$ cat src/design/swd_pkg.sv
`timescale 1ns / 1ps
`default_nettype none
// ----------------------------------------------------------------------------
// swd_pkg: shared types and constants of the sticky worker dispatcher
// Word formats of the request and response channels, operation codes,
// default sizing and the small arithmetic helpers used by the core.
// ----------------------------------------------------------------------------
package swd_pkg;

   // default sizing, handed to the top level parameters
   localparam int DefWorkers   = 4;
   localparam int DefClients   = 16;
   localparam int DefQueueSize = 64;
   localparam int DefRateLimit = 3;

   // operation codes
   localparam logic [1:0] OpSetSpeed = 2'd0;
   localparam logic [1:0] OpDispatch = 2'd1;
   localparam logic [1:0] OpComplete = 2'd2;

   // counters saturate here
   localparam logic [7:0] CountMax = 8'd255;

   // scale of the rate factor in the drop threshold
   localparam logic [15:0] RateScale = 16'd1000;

   typedef struct packed {
      logic [1:0] operation;
      logic [3:0] client_idx;
      logic [5:0] speed_value;
      logic [9:0] random_value;
      logic [1:0] worker_idx;
   } req_type;

   typedef struct packed {
      logic [1:0] assigned_worker;
      logic       dropped;
      logic [7:0] worker_load;
      logic       underflow;
   } rsp_type;

   // x / 3 for x up to 127, by reciprocal multiply
   function automatic logic [5:0] div3(input logic [6:0] x);
      logic [15:0] prod;
      prod = 16'(x) * 16'd171;
      return 6'(prod >> 9);
   endfunction

endpackage
`default_nettype wire

$ cat src/design/swd_ram.sv
`timescale 1ns / 1ps
`default_nettype none
// ----------------------------------------------------------------------------
// swd_ram: generic single-port-write, single-port-read RAM
// One write and one read per cycle; read data is registered.
// ----------------------------------------------------------------------------
module swd_ram #(
   parameter int WIDTH = 8,
   parameter int DEPTH = 16
) (
   input  wire logic                                        clock,
   input  wire logic                                        wr_en,
   input  wire logic [((DEPTH > 1) ? $clog2(DEPTH) : 1)-1:0] wr_addr,
   input  wire logic [WIDTH-1:0]                            wr_data,
   input  wire logic                                        rd_en,
   input  wire logic [((DEPTH > 1) ? $clog2(DEPTH) : 1)-1:0] rd_addr,
   output logic      [WIDTH-1:0]                            rd_data
);
   logic [WIDTH-1:0] mem_ff [DEPTH];
   logic [WIDTH-1:0] rd_data_ff;

   // storage array
   always_ff @(posedge clock) begin
      if (wr_en) begin
         mem_ff[wr_addr] <= wr_data;
      end
   end

   // registered read port
   always_ff @(posedge clock) begin
      if (rd_en) begin
         rd_data_ff <= mem_ff[rd_addr];
      end
   end

   assign rd_data = rd_data_ff;

endmodule
`default_nettype wire

$ cat src/design/sticky_worker_dispatcher_core.sv
`timescale 1ns / 1ps
`default_nettype none
// ----------------------------------------------------------------------------
// sticky_worker_dispatcher_core: client-affine request dispatcher
// Keeps per-client speed, binding and pending count in a client table RAM and
// per-worker load in registers; sets speed, dispatches, drops or completes one
// word at a time.
// ----------------------------------------------------------------------------
// A word is taken when start is high and busy is low; each word gives exactly
// one response, shown on rsp_data for a single cycle with rsp_strobe high, and
// the receiver has no way to hold it off. The accepting edge reads the client
// table, the calc state picks the worker and forms the load square and rate
// products, and the commit state does the final multiply, the drop compare and
// the write-back. The response strobe is up in the cycle after the commit state,
// and start is taken again in that same cycle, so a new word is taken only once
// the last is through; the pace is set by the client table read latency and the
// two-step multiply chain. The table needs no clearing pass after reset:
// per-entry written bits make an unwritten client read as its reset value.
// ----------------------------------------------------------------------------
module sticky_worker_dispatcher_core
   import swd_pkg::*;
#(
   parameter int WORKERS    = DefWorkers,
   parameter int CLIENTS    = DefClients,
   parameter int QUEUE_SIZE = DefQueueSize,
   parameter int RATE_LIMIT = DefRateLimit
) (
   input  wire logic    clock,
   input  wire logic    reset,
   input  wire logic    start,
   output logic         busy,
   input  wire req_type req_data,
   output logic         rsp_strobe,
   output rsp_type      rsp_data
);
   // sizing
   localparam int WorkerBits  = (WORKERS > 1) ? $clog2(WORKERS) : 1;
   localparam int ClientDepth = (CLIENTS < 16) ? CLIENTS : 16;
   localparam int ClientBits  = (ClientDepth > 1) ? $clog2(ClientDepth) : 1;
   localparam int ClientSlots = 1 << ClientBits;
   localparam int EntryWidth  = 6 + 1 + WorkerBits + 8;

   localparam int LoadFactorRaw = (QUEUE_SIZE * QUEUE_SIZE) / (WORKERS * WORKERS);
   localparam int LoadFactor    = (LoadFactorRaw == 0) ? 1 : LoadFactorRaw;

   localparam logic [8:0]            ClientLimit = 9'(CLIENTS);
   localparam logic [4:0]            WorkerLimit = 5'(WORKERS);
   localparam logic [5:0]            SpeedBias   = 6'(RATE_LIMIT - 1);
   localparam logic [WorkerBits-1:0] TurnLast    = WorkerBits'(WORKERS - 1);
   localparam logic [EntryWidth-1:0] EntryReset  =
      {6'd1, 1'b0, {WorkerBits{1'b0}}, 8'd0};

   // sequencer states
   localparam logic [1:0] StIdle   = 2'd0;
   localparam logic [1:0] StCalc   = 2'd1;
   localparam logic [1:0] StCommit = 2'd2;

   logic [1:0] state_ff, state_in;
   logic       accept;

   // captured word and table address
   req_type               req_ff;
   logic [ClientBits-1:0] addr_ff;

   // client table
   logic                  tbl_wr_en;
   logic [EntryWidth-1:0] tbl_wr_data;
   logic [EntryWidth-1:0] tbl_rd_data;
   logic [ClientSlots-1:0] written_ff;

   // worker loads and turn
   logic [7:0]            load_ff [WORKERS];
   logic                  load_we;
   logic [7:0]            load_in;
   logic [WorkerBits-1:0] turn_ff, turn_in;

   // calc stage
   logic [EntryWidth-1:0] entry_rd;
   logic [5:0]            ent_speed;
   logic                  ent_valid;
   logic [WorkerBits-1:0] ent_worker;
   logic                  wid_ok;
   logic [WorkerBits-1:0] bound_w, sel_w;
   logic [5:0]            rf;
   logic [7:0]            len_sel;

   logic [EntryWidth-1:0] entry_ff;
   logic [WorkerBits-1:0] sel_w_ff;
   logic [7:0]            len_ff;
   logic [15:0]           lensq_ff, lensq_in;
   logic [15:0]           rf1000_ff, rf1000_in;
   logic [26:0]           rndf_ff, rndf_in;
   logic                  wid_ok_ff;

   // commit stage
   logic [31:0]           pressure;
   logic                  drop;
   logic                  cid_ok;
   logic [7:0]            pend;
   logic [7:0]            pend_dec;
   logic [7:0]            len_inc, len_dec;
   logic [7:0]            pend_inc;

   logic    rsp_strobe_ff;
   rsp_type rsp_data_ff, rsp_in;

   assign accept = start && (state_ff == StIdle);
   assign busy   = (state_ff != StIdle);

   // sequencer
   always_comb begin
      state_in = state_ff;
      unique case (state_ff)
         StIdle:   if (accept) state_in = StCalc;
         StCalc:   state_in = StCommit;
         StCommit: state_in = StIdle;
         default:  state_in = StIdle;
      endcase
   end

   always_ff @(posedge clock) begin
      if (reset) begin
         state_ff <= StIdle;
      end else begin
         state_ff <= state_in;
      end
   end

   // capture the word on accept
   always_ff @(posedge clock) begin
      if (accept) begin
         req_ff  <= req_data;
         addr_ff <= req_data.client_idx[ClientBits-1:0];
      end
   end

   swd_ram #(
      .WIDTH (EntryWidth),
      .DEPTH (ClientSlots)
   ) u_client_tbl (
      .clock   (clock),
      .wr_en   (tbl_wr_en),
      .wr_addr (addr_ff),
      .wr_data (tbl_wr_data),
      .rd_en   (accept),
      .rd_addr (req_data.client_idx[ClientBits-1:0]),
      .rd_data (tbl_rd_data)
   );

   // calc: resolve entry, pick worker, form products
   always_comb begin
      entry_rd   = written_ff[addr_ff] ? tbl_rd_data : EntryReset;
      ent_speed  = entry_rd[EntryWidth-1 -: 6];
      ent_valid  = entry_rd[WorkerBits+8];
      ent_worker = entry_rd[WorkerBits+7:8];
      bound_w    = ent_valid ? ent_worker : turn_ff;
      wid_ok     = ({3'd0, req_ff.worker_idx} < WorkerLimit);
      if (req_ff.operation == OpComplete) begin
         sel_w = wid_ok ? WorkerBits'(req_ff.worker_idx) : '0;
      end else begin
         sel_w = bound_w;
      end
      len_sel  = load_ff[sel_w];
      lensq_in = 16'(len_sel) * 16'(len_sel);
      // rate factor, only its positive part can cause a drop
      if (ent_speed > SpeedBias) begin
         rf = div3({ent_speed - SpeedBias, 1'b0});
      end else begin
         rf = 6'd0;
      end
      rf1000_in = 16'(rf) * RateScale;
      rndf_in   = (27'(req_ff.random_value) + 27'd1) * 27'(LoadFactor);
   end

   always_ff @(posedge clock) begin
      if (state_ff == StCalc) begin
         entry_ff  <= entry_rd;
         sel_w_ff  <= sel_w;
         len_ff    <= len_sel;
         lensq_ff  <= lensq_in;
         rf1000_ff <= rf1000_in;
         rndf_ff   <= rndf_in;
         wid_ok_ff <= wid_ok;
      end
   end

   // commit: drop when (rnd+1)*factor <= rf*1000*len^2, i.e. rnd < threshold
   always_comb begin
      pressure = 32'(rf1000_ff) * 32'(lensq_ff);
      drop     = ({5'd0, rndf_ff} <= pressure);
      cid_ok   = ({5'd0, req_ff.client_idx} < ClientLimit);
      pend     = entry_ff[7:0];
      pend_inc = (pend == CountMax) ? pend : pend + 8'd1;
      pend_dec = pend - 8'd1;
      len_inc  = (len_ff == CountMax) ? len_ff : len_ff + 8'd1;
      len_dec  = len_ff - 8'd1;

      tbl_wr_en   = 1'b0;
      tbl_wr_data = entry_ff;
      load_we     = 1'b0;
      load_in     = len_ff;
      turn_in     = turn_ff;
      rsp_in      = '0;

      if ((state_ff == StCommit) && cid_ok) begin
         unique case (req_ff.operation)
            OpSetSpeed: begin
               tbl_wr_en   = 1'b1;
               tbl_wr_data = {req_ff.speed_value, entry_ff[EntryWidth-7:0]};
            end
            OpDispatch: begin
               // binding is kept even when the word is dropped
               tbl_wr_en = 1'b1;
               if (drop) begin
                  tbl_wr_data = {entry_ff[EntryWidth-1 -: 6], 1'b1, sel_w_ff, pend};
                  rsp_in.worker_load = len_ff;
               end else begin
                  tbl_wr_data = {entry_ff[EntryWidth-1 -: 6], 1'b1, sel_w_ff, pend_inc};
                  load_we     = 1'b1;
                  load_in     = len_inc;
                  rsp_in.worker_load = len_inc;
                  if (sel_w_ff == turn_ff) begin
                     turn_in = (turn_ff == TurnLast) ? '0 : turn_ff + 1'b1;
                  end
               end
               rsp_in.assigned_worker = 2'(sel_w_ff);
               rsp_in.dropped         = drop;
            end
            OpComplete: begin
               if (wid_ok_ff) begin
                  if ((pend == 8'd0) || (len_ff == 8'd0)) begin
                     rsp_in.underflow   = 1'b1;
                     rsp_in.worker_load = len_ff;
                  end else begin
                     tbl_wr_en = 1'b1;
                     load_we   = 1'b1;
                     load_in   = len_dec;
                     rsp_in.worker_load = len_dec;
                     // last pending request unbinds the client
                     if (pend_dec == 8'd0) begin
                        tbl_wr_data = {entry_ff[EntryWidth-1 -: 6], 1'b0,
                                       {WorkerBits{1'b0}}, pend_dec};
                     end else begin
                        tbl_wr_data = {entry_ff[EntryWidth-1:8], pend_dec};
                     end
                  end
               end
            end
            default: begin
               tbl_wr_en = 1'b0;
            end
         endcase
      end
   end

   // written bits, worker loads, turn pointer
   always_ff @(posedge clock) begin
      if (reset) begin
         written_ff <= '0;
         turn_ff    <= '0;
         for (int i = 0; i < WORKERS; i++) begin
            load_ff[i] <= 8'd0;
         end
      end else begin
         if (tbl_wr_en) begin
            written_ff[addr_ff] <= 1'b1;
         end
         if (load_we) begin
            load_ff[sel_w_ff] <= load_in;
         end
         turn_ff <= turn_in;
      end
   end

   // response register
   always_ff @(posedge clock) begin
      if (reset) begin
         rsp_strobe_ff <= 1'b0;
      end else begin
         rsp_strobe_ff <= (state_ff == StCommit);
      end
   end

   always_ff @(posedge clock) begin
      if (state_ff == StCommit) begin
         rsp_data_ff <= rsp_in;
      end
   end

   assign rsp_strobe = rsp_strobe_ff;
   assign rsp_data   = rsp_data_ff;

endmodule
`default_nettype wire
$ cat config.mk
export PLATFORM = sky130hd
export DESIGN_NAME = sticky_worker_dispatcher_core
export DESIGN_NICKNAME = d
export VERILOG_FILES = /design/src/design/swd_pkg.sv /design/src/design/swd_ram.sv /design/src/design/sticky_worker_dispatcher_core.sv
export SDC_FILE = /design/constraint.sdc
export NUM_CORES = 1
export LEC_CHECK = 0
export ABC_AREA = 1
export BUFFER_PORTS_ARGS = -buffer_cell sky130_fd_sc_hd__clkbuf_2
export CORE_ASPECT_RATIO = 0.7
export CORE_MARGIN = 5
export CORE_UTILIZATION = 62
export CTS_BUF_LIST = sky130_fd_sc_hd__clkbuf_8 sky130_fd_sc_hd__clkbuf_16
export CTS_CLUSTER_SIZE = 28
export DETAILED_ROUTE_END_ITERATION = 6
export PLACE_DENSITY_LB_ADDON = 0.3
export RECOVER_POWER = 25
export SYNTH_ARGS = -nofsm -noshare
export SYNTH_HDL_FRONTEND = slang
export SYNTH_SLANG_ARGS = --single-unit
$ cat constraint.sdc
create_clock -name clock -period 10.3 [get_ports clock]
set_input_delay 1.03 -clock clock [delete_from_list [all_inputs] [get_ports clock]]
set_output_delay 1.03 -clock clock [all_outputs]
set_load 0.05 [all_outputs]
# Word-level counts from Yosys, hierarchy flattened

Memory sizes are Yosys's and may differ from the RTL's. A register that Yosys moved wholly into a read port is not among the register bits.
Cells that the tools add are included.

Flip-flop bits (word level): 132
Output and inout bits: 14
Memories: 2
Logic and storage cells: 100
Memory bits (writable): 304

Memory list:

| name                | words | width | read ports | clocked after Yosys merged registers in | wr ports | line                                | RTL |
|---|---|---|---|---|---|---|---|
| u_client_tbl.mem_ff | 16    | 17    | 1          | 1                                       | 1        | swd_ram.sv:19                       | `logic [WIDTH-1:0] mem_ff [DEPTH];` |
| load_ff             | 4     | 8     | 1          | 0                                       | 4        | sticky_worker_dispatcher_core.sv:72 | `logic [7:0] load_ff [WORKERS];` |

Eq/ne operators: 9
Order comparisons: 4
Muxes and demuxes: 40
Multiply operators: 4
Bitwise logic cells: 2
Add/subtract/negate cells: 7
Reduce and logical (&&, ||, !) cells: 12

Operators with widths:

| operator              | count |
|---|---|
| $mux 8                | 7 |
| $pmux 17 s3           | 1 |
| $mux 17               | 2 |
| $le 27x32->1          | 1 |
| $pmux 8 s2            | 2 |
| $mul 13x16->29        | 1 |
| $logic_not 8->1       | 3 |
| $mux 11               | 2 |
| $add 8x1->8 const B   | 2 |
| $eq 8x8->1 const B    | 2 |
| $mul 8x8->16          | 1 |
| $or 16x16->16         | 1 |
| $sub 8x1->8 const B   | 2 |
| $mux 1                | 15 |
| $mul 6x8->14 const B  | 1 |
| $mul 6x7->13 const B  | 1 |
| $add 10x1->11 const B | 1 |
| $mux 2                | 5 |
| $reduce_or 8->1       | 1 |
| $eq 2x2->1 const B    | 3 |
| $gt 6x2->1 const B    | 1 |
| $mux 6                | 1 |
| $sub 6x2->6 const B   | 1 |
| $lt 4x5->1 const B    | 1 |
| other kinds (16)      | 20 |

# Logic depth before layout (Yosys ltp)

Gate-level depths: netlist (run 1).

Word-level depth: 10
Depth in mapped cells: 42

# Cells and area by module

A second synthesis (run 1) with hierarchy kept.

Cell total of the unflattened synthesis: 3,502
Area total of the unflattened synthesis: 30,535.5 sq um

Modules (own cells, without submodules):

| module                        | area each (sq um) | cells an instance | instances |
|---|---|---|---|
| sticky_worker_dispatcher_core | 18,337.6          | 2,363             | 1 |
| swd_ram                       | 12,197.9          | 1,139             | 1 |

# Worst setup path before layout (run 1)

No wires, ideal clock.

Kind: register to register
From: register addr_ff[1]
To: register rf1000_ff[15], data pin
Arrival time: 7.169 ns
Clock period less this slack: 7.431 ns
Setup slack: 2.869 ns
Cell stages (with the launch flop): 37
Required time: 10.038 ns
Cells stage by stage: edfxtp_1 -> buf_4 -> nand3_1 -> nand4_1 -> nand2_1 -> nand4_4 -> nand2_1 -> ha_1 -> nand2_1 -> nor2_1 -> xor2_1 -> ha_1 -> inv_1 -> fa_1 -> inv_1 -> fa_1 -> ha_1 -> a21oi_1 -> o211ai_1 -> nand3_1 -> nand3_1 -> nand2_1 -> nor2_1 -> fa_1 -> inv_1 -> fa_1 -> fa_1 -> inv_1 -> ha_1 -> a21oi_1 -> o21ai_0 -> a21oi_1 -> nor2_1 -> nor2_1 -> o21ai_0 -> a21oi_1 -> xor2_1

Longest elaborated chain between the ends: 7
Elaborated cells between the ends (all ways): 8
Classes of those cells: add/sub: 1; mul: 2; order compare: 1; mux: 4

Ends and longest elaborated chain:

| what                           | line                                 | RTL |
|---|---|---|
| start, declared                | sticky_worker_dispatcher_core.sv:63  | `logic [ClientBits-1:0] addr_ff;` |
| start signal, assigned         | sticky_worker_dispatcher_core.sv:133 | `addr_ff <= req_data.client_idx[ClientBits-1:0];` |
| $bmux 1 s4 *                   | sticky_worker_dispatcher_core.sv:152 | `entry_rd = written_ff[addr_ff] ? tbl_rd_data : EntryReset;` |
| $mux 1 (not written as such) * | sticky_worker_dispatcher_core.sv:152 |  |
| $mux 17 *                      | sticky_worker_dispatcher_core.sv:152 |  |
| $sub 6x2->6                    | sticky_worker_dispatcher_core.sv:167 | `rf = div3({ent_speed - SpeedBias, 1'b0});` |
| $mul 6x8->14                   | swd_pkg.sv:45                        | `prod = 16'(x) * 16'd171;` |
| $mux 6 *                       | sticky_worker_dispatcher_core.sv:166 | `if (ent_speed > SpeedBias) begin` |
| $mul 6x7->13 *                 | sticky_worker_dispatcher_core.sv:171 | `rf1000_in = 16'(rf) * RateScale;` |
| net rf1000_in[15]              | sticky_worker_dispatcher_core.sv:91  | `logic [15:0] rf1000_ff, rf1000_in;` |
| end signal, assigned           | sticky_worker_dispatcher_core.sv:181 | `rf1000_ff <= rf1000_in;` |
| end, declared                  | sticky_worker_dispatcher_core.sv:91  |  |

Mark *: on every way through the listed nets, which the timed path passes. The rest lies on a longest branch. The select of a mux whose other input is x is not followed.
A chain may end at the register's enable or synchronous reset.

# Worst setup path in the final report (run 1)

From: register addr_ff[0]
To: register rf1000_ff[15], data pin

Longest elaborated chain between the ends: 7
Elaborated cells between the ends (all ways): 8
Classes of those cells: add/sub: 1; mul: 2; order compare: 1; mux: 4

Ends and longest elaborated chain:

| what                           | line                                 | RTL |
|---|---|---|
| $bmux 1 s4 *                   | sticky_worker_dispatcher_core.sv:152 |  |
| $mux 1 (not written as such) * | sticky_worker_dispatcher_core.sv:152 |  |
| $mux 17 *                      | sticky_worker_dispatcher_core.sv:152 |  |
| net entry_rd[14]               | sticky_worker_dispatcher_core.sv:78  | `logic [EntryWidth-1:0] entry_rd;` |
| $sub 6x2->6                    | sticky_worker_dispatcher_core.sv:167 |  |
| $mul 6x8->14                   | swd_pkg.sv:45                        |  |
| $mux 6 *                       | sticky_worker_dispatcher_core.sv:166 |  |
| $mul 6x7->13 *                 | sticky_worker_dispatcher_core.sv:171 |  |
| net rf1000_in[15]              | sticky_worker_dispatcher_core.sv:91  |  |

Marked as above.

==> flow_summary.ini, run 1 <==
[outcome]
status = finished, violations left
violations = max-capacitance violations, max-slew violations

[global_routing]
grt_pass1_wl_um = 113000
grt_pass1_vias = 21200
overflow = 0
grt_max_degree = 122
antenna_found_initial = 0
track_usage = 0.271

[synthesis]
synthTopCellsByArea = edfxtp_1, fa_1, inv_1
async_reset_ff_frac = 0
ys.flop_type = edfxtp_1
netlist_area_mm2 = 0.0297
yosys_warnings = 0
ys_types = 49
yosys.area.top_type = edfxtp_1
syn_inst = 3097
ys_seq_area_frac = 0.441
synth-edff-count = 422
synth_top_area_frac = 0.427
syn_area_per_cell_um2 = 9.59
ys_ff_latch = 443

[sta]
maxSlewViolCount = 419
period_minus_slack_ps = 8980
final_hold_viol_count = 0
clock_skew_ps = 30.1
whs_ps = 471
finalSetupTns_ps = 0
period_share = 0.872
tightest_slew_ps = 5950
fmax_mhz = 111
setup_viol = 0
max_slew_margin = -2.97
grt_setup_unrepaired = false

[clock_tree]
hold_buffers = 0
postCtsSetupBuffers = 0
cts_tree = done
cts_resized = 0
cts_buffer_depth = 3
clock-sinks = 443
cts_max_level = 2
cts.clk_slew.worst_paths_ps = 60
cts-root-buf = clkbuf_16
cts_buffers = 43
clk_latency_ps = 570

[worst_setup_path]
rr_endpoint = rf1000_ff[15]$_DFFE_PN_
cp.depth = 39
path_class = reg -> reg
r2r_start = addr_ff[0]$_DFFE_PP_
critPathArrivalTime_ps = 9290
cpLargestDelayFamily = adder cells
crit_required_ps = 10610
cp_slowest_stage_delay_ps = 570
ff2ff_setup_slack_ps = 1320
rr_worst_depth = 39
cp_num_buf_inv = 6
crit_path_max_fanout = 11
end_kind = flip-flop
startpoint_type = flip-flop
cp_slowest_cell = fa_1

[cells_and_area]
synthToLayoutAreaGrowth_pct = 7.48
drive_above_1_share = 0.0573
nets = 3521
antenna_cells = 0

[place]
gp_congestion = 0.936
io_buffers = 40
place_hpwl_um = 49700

[floorplan]
ios = 41
core_area_mm2 = 0.0476
dieHeight_um = 193
dieArea_mm2 = 0.0524
die_w_um = 272
start_util = 0.623
row_count = 67

[hold_path]
hold_depth = 1
hold_path_class = reg -> reg
hp-start = written_ff[11]$_SDFFE_PP0P_
hold-path-endpoint = written_ff[11]$_SDFFE_PP0P_

[drt]
drt_iter0_drc = 2171
detail-route-antenna-nets = 0
drc = 0
totalWireLength_um = 70200
avgRoutedWirePerCell_um = 18.6
viasPerCell = 5.64
num_vias = 21300
dr.pass1.iters = 7

[job]
cap_viol_max_count = 7
## per-stage QoR
step / worst slack, ps / cells / util / cell area [um2]
finish: 1320 / 3782 / 0.670 / 31900
global route: 517 / 3782 / 0.670 / 31900
CTS: 1510 / 3782 / 0.672 / 32000
detailed placement: 1570 / 3703 / 0.643 / 30600
global placement: 1690 / 3703 / 0.643 / 30600
floorplan: 2870 / 3102 / - / 29700
## synth_stat cells (37+ instances only)
master,instances
nor2_1,173
ha_1,174
nand2_1,636
xor2_1,37
nand3_1,120
mux2i_1,68
clkbuf_1,71
a21oi_1,121
fa_1,193
o211ai_1,75
inv_1,653
edfxtp_1,422
o21ai_0,127
## cells by family (layout without fill, tap and decap cells)
group,Yosys count,in the layout,synth area share
simple gates,1044,1044,0.150
buf+inv,762,821,0.0971
flops,443,443,0.441
fa+ha+maj,367,367,0.203
compound gates,356,356,0.0690
mux,68,68,0.0229
xor+xnor,55,55,0.0162
other cells,2,7,0.000253
## sequential cells by signal, summed over array words and instances, names as in the netlist, 4 cells and up
name / cells
u_client_tbl.mem_ff: 272
load_ff: 32
req_ff: 20
entry_ff: 17
u_client_tbl.rd_data: 17
written_ff: 16
lensq_ff: 14
rf1000_ff: 13
rsp_data: 12
rndf_ff: 11
len_ff: 8
addr_ff: 4
## final cells by class
type                            count  area [um2]
Multi-Input combinational cell   1897       13800
Fill cell                        3750       15700
Inverter                          668        2510
Tap cell                          621         777
Clock buffer                       43        1080
Timing Repair Buffer               74         393
Sequential cell                   443       13100
Clock inverter                     36         282
## cells in the final DEF, fill, tap and decap left out, types with 15 or more instances in the layout
cell type    n
fa_1       193
xor2_1      37
clkbuf_1    30
xnor2_1     18
edfxtp_1   422
nand2_1    639
o211ai_1    75
buf_4       24
dfxtp_1     21
nand3_1    120
nand4_1     32
inv_1      660
nor3_1      15
nand2_2     15
ha_1       174
o21ai_0    125
clkbuf_2    20
a21oi_1    121
clkbuf_16   43
mux2i_1     68
nor2_1     156
o21a_1      16
nor2_2      26
## worst max-delay path by stage
stage	startpoint	end	slack, ps
5_1_grt	addr_ff[0]$_DFFE_PP_	rf1000_ff[15]$_DFFE_PN_	520
4_1_cts	addr_ff[0]$_DFFE_PP_	rf1000_ff[15]$_DFFE_PN_	1510
2_1_floorplan	addr_ff[1]$_DFFE_PP_	rf1000_ff[15]$_DFFE_PN_	2870
6_report	addr_ff[0]$_DFFE_PP_	rf1000_ff[15]$_DFFE_PN_	1320
3_5_place_dp	addr_ff[0]$_DFFE_PP_	rf1000_ff[15]$_DFFE_PN_	1570
3_3_place_gp	addr_ff[0]$_DFFE_PP_	rf1000_ff[15]$_DFFE_PN_	1690
## routing by layer
| layer | up-vias | part of all wire | GRT usage |
|---|---|---|---|
| li1 | 9998 | - | - |
| met1 | 10300 | 0.46 | 0.422 |
| met2 | 952 | 0.43 | 0.408 |
| met3 | 100 | 0.095 | 0.0482 |
| met4 | 0 | 0.014 | 0.0484 |
| met5 | - | 0 | 0 |
Power of run 1 is not shown: default switching activity piles up to over one toggle a cycle in this logic, so the estimate is an artifact.
==> inputs of run 2 (changes only) <==
==> constraint.sdc (replaced) <==
create_clock -name clock -period 10.3 [get_ports clock]
set_input_delay 0 -clock clock [delete_from_list [all_inputs] [get_ports clock]]
set_output_delay 0 -clock clock [all_outputs]
set_load 0.05 [all_outputs]
==> flow_summary.ini, run 2 (synthesized netlist as in run 1, its figures left out) <==
[floorplan]
dieArea_mm2 = 0.0524
ios = 41
core_area_mm2 = 0.0476
dieHeight_um = 193
die_w_um = 272
row_count = 67
start_util = 0.623

[job]
cap_viol_max_count = 7

[hold_path]
hold_path_class = in -> reg
hold_depth = 2

[global_routing]
grt_pass1_vias = 21300
grt_max_degree = 122
track_usage = 0.272
antenna_found_initial = 0
overflow = 0
grt_pass1_wl_um = 114000

[drt]
num_vias = 21400
detail-route-antenna-nets = 0
drt_iter0_drc = 2163
drc = 1
totalWireLength_um = 70600
avgRoutedWirePerCell_um = 18.5
dr.pass1.iters = 7
viasPerCell = 5.62

[sta]
setup_viol = 0
clock_skew_ps = 28.9
period_share = 0.873
final_hold_viol_count = 0
max_slew_margin = -2.97
maxSlewViolCount = 419
tightest_slew_ps = 5950
grt_setup_unrepaired = false
period_minus_slack_ps = 9000
finalSetupTns_ps = 0
setup_slack_ps = 1300
whs_ps = 165
fmax_mhz = 111

[place]
gp_congestion = 0.936
dp_slack_ps = 1570
place_hpwl_um = 49700
io_buffers = 40

[outcome]
violations = design-rule violations, max-capacitance violations, max-slew violations
status = finished, violations left

[worst_setup_path]
rr_worst_depth = 39
cpLargestDelayFamily = adder cells
path_class = reg -> reg
end_kind = flip-flop
startpoint_type = flip-flop
cp_slowest_stage_delay_ps = 570
cp_slowest_cell = fa_1
cp_num_buf_inv = 6
crit_required_ps = 10610
cp.depth = 39
critPathArrivalTime_ps = 9310
crit_path_max_fanout = 11

[clock_tree]
cts-root-buf = clkbuf_16
cts_buffer_depth = 3
cts_tree = done
clk_latency_ps = 570
cts_max_level = 2
cts_buffers = 43
cts_resized = 0
cts.clk_slew.worst_paths_ps = 60
clock-sinks = 443

[cells_and_area]
reg_top3 = u_client_tbl.mem_ff: 272 flops, load_ff: 32 flops, req_ff: 20 flops
drive_above_1_share = 0.0568
layout_common_cells = inv_1, nand2_1, edfxtp_1
antenna_cells = 0
top_register = u_client_tbl.mem_ff
synthToLayoutAreaGrowth_pct = 8.29
nets = 3545
final_common_cell = inv_1
largest_reg_flops = 272
run 2: path summary, 6_finish.rpt:
kind	start	endpoint	slack (ps)
worst max-delay path	addr_ff[0]$_DFFE_PP_	rf1000_ff[15]$_DFFE_PN_	1300
worst min-delay path	req_data[0]	req_ff[0]$_DFFE_PP_	170
worst max register to register	addr_ff[0]$_DFFE_PP_	rf1000_ff[15]$_DFFE_PN_	1300
worst min register to register	written_ff[12]$_SDFFE_PP0P_	written_ff[12]$_SDFFE_PP0P_	470
run 2: timing repair:
item | in CTS | in global routing
endpoints found under the setup margin | 0 | 0
setup buffers | 0 | 0
hold buffers | 24 | 0
hold endpoints to repair | 24 | 0
run 2: per-stage QoR:
step	instances	area, um2	utilization
after global routing	3806	32100	0.675
after detailed placement	3703	30600	0.643
final	3806	32100	0.675
after global placement	3703	30600	0.643
after CTS	3806	32200	0.677
after floorplan	3102	29700	-
run 2: area by class of cell:
type                            instances  area [um2]
Tap cell                              621         777
Inverter                              668        2510
Clock buffer                           43        1080
Fill cell                            3719       15500
Multi-Input combinational cell       1897       13800
Clock inverter                         36         282
Timing Repair Buffer                   98         633
Sequential cell                       443       13100
run 2: routing by layer:
metal	part of all wire	track usage	vias to the layer above	wire, um
li1	-	-	10100	-
met1	0.46	0.422	10300	32500
met2	0.43	0.414	959	30400
met3	0.094	0.0480	108	6640
met4	0.014	0.0480	0	1020
met5	0	0	-	0
Power of run 2 is left out for the same reason.
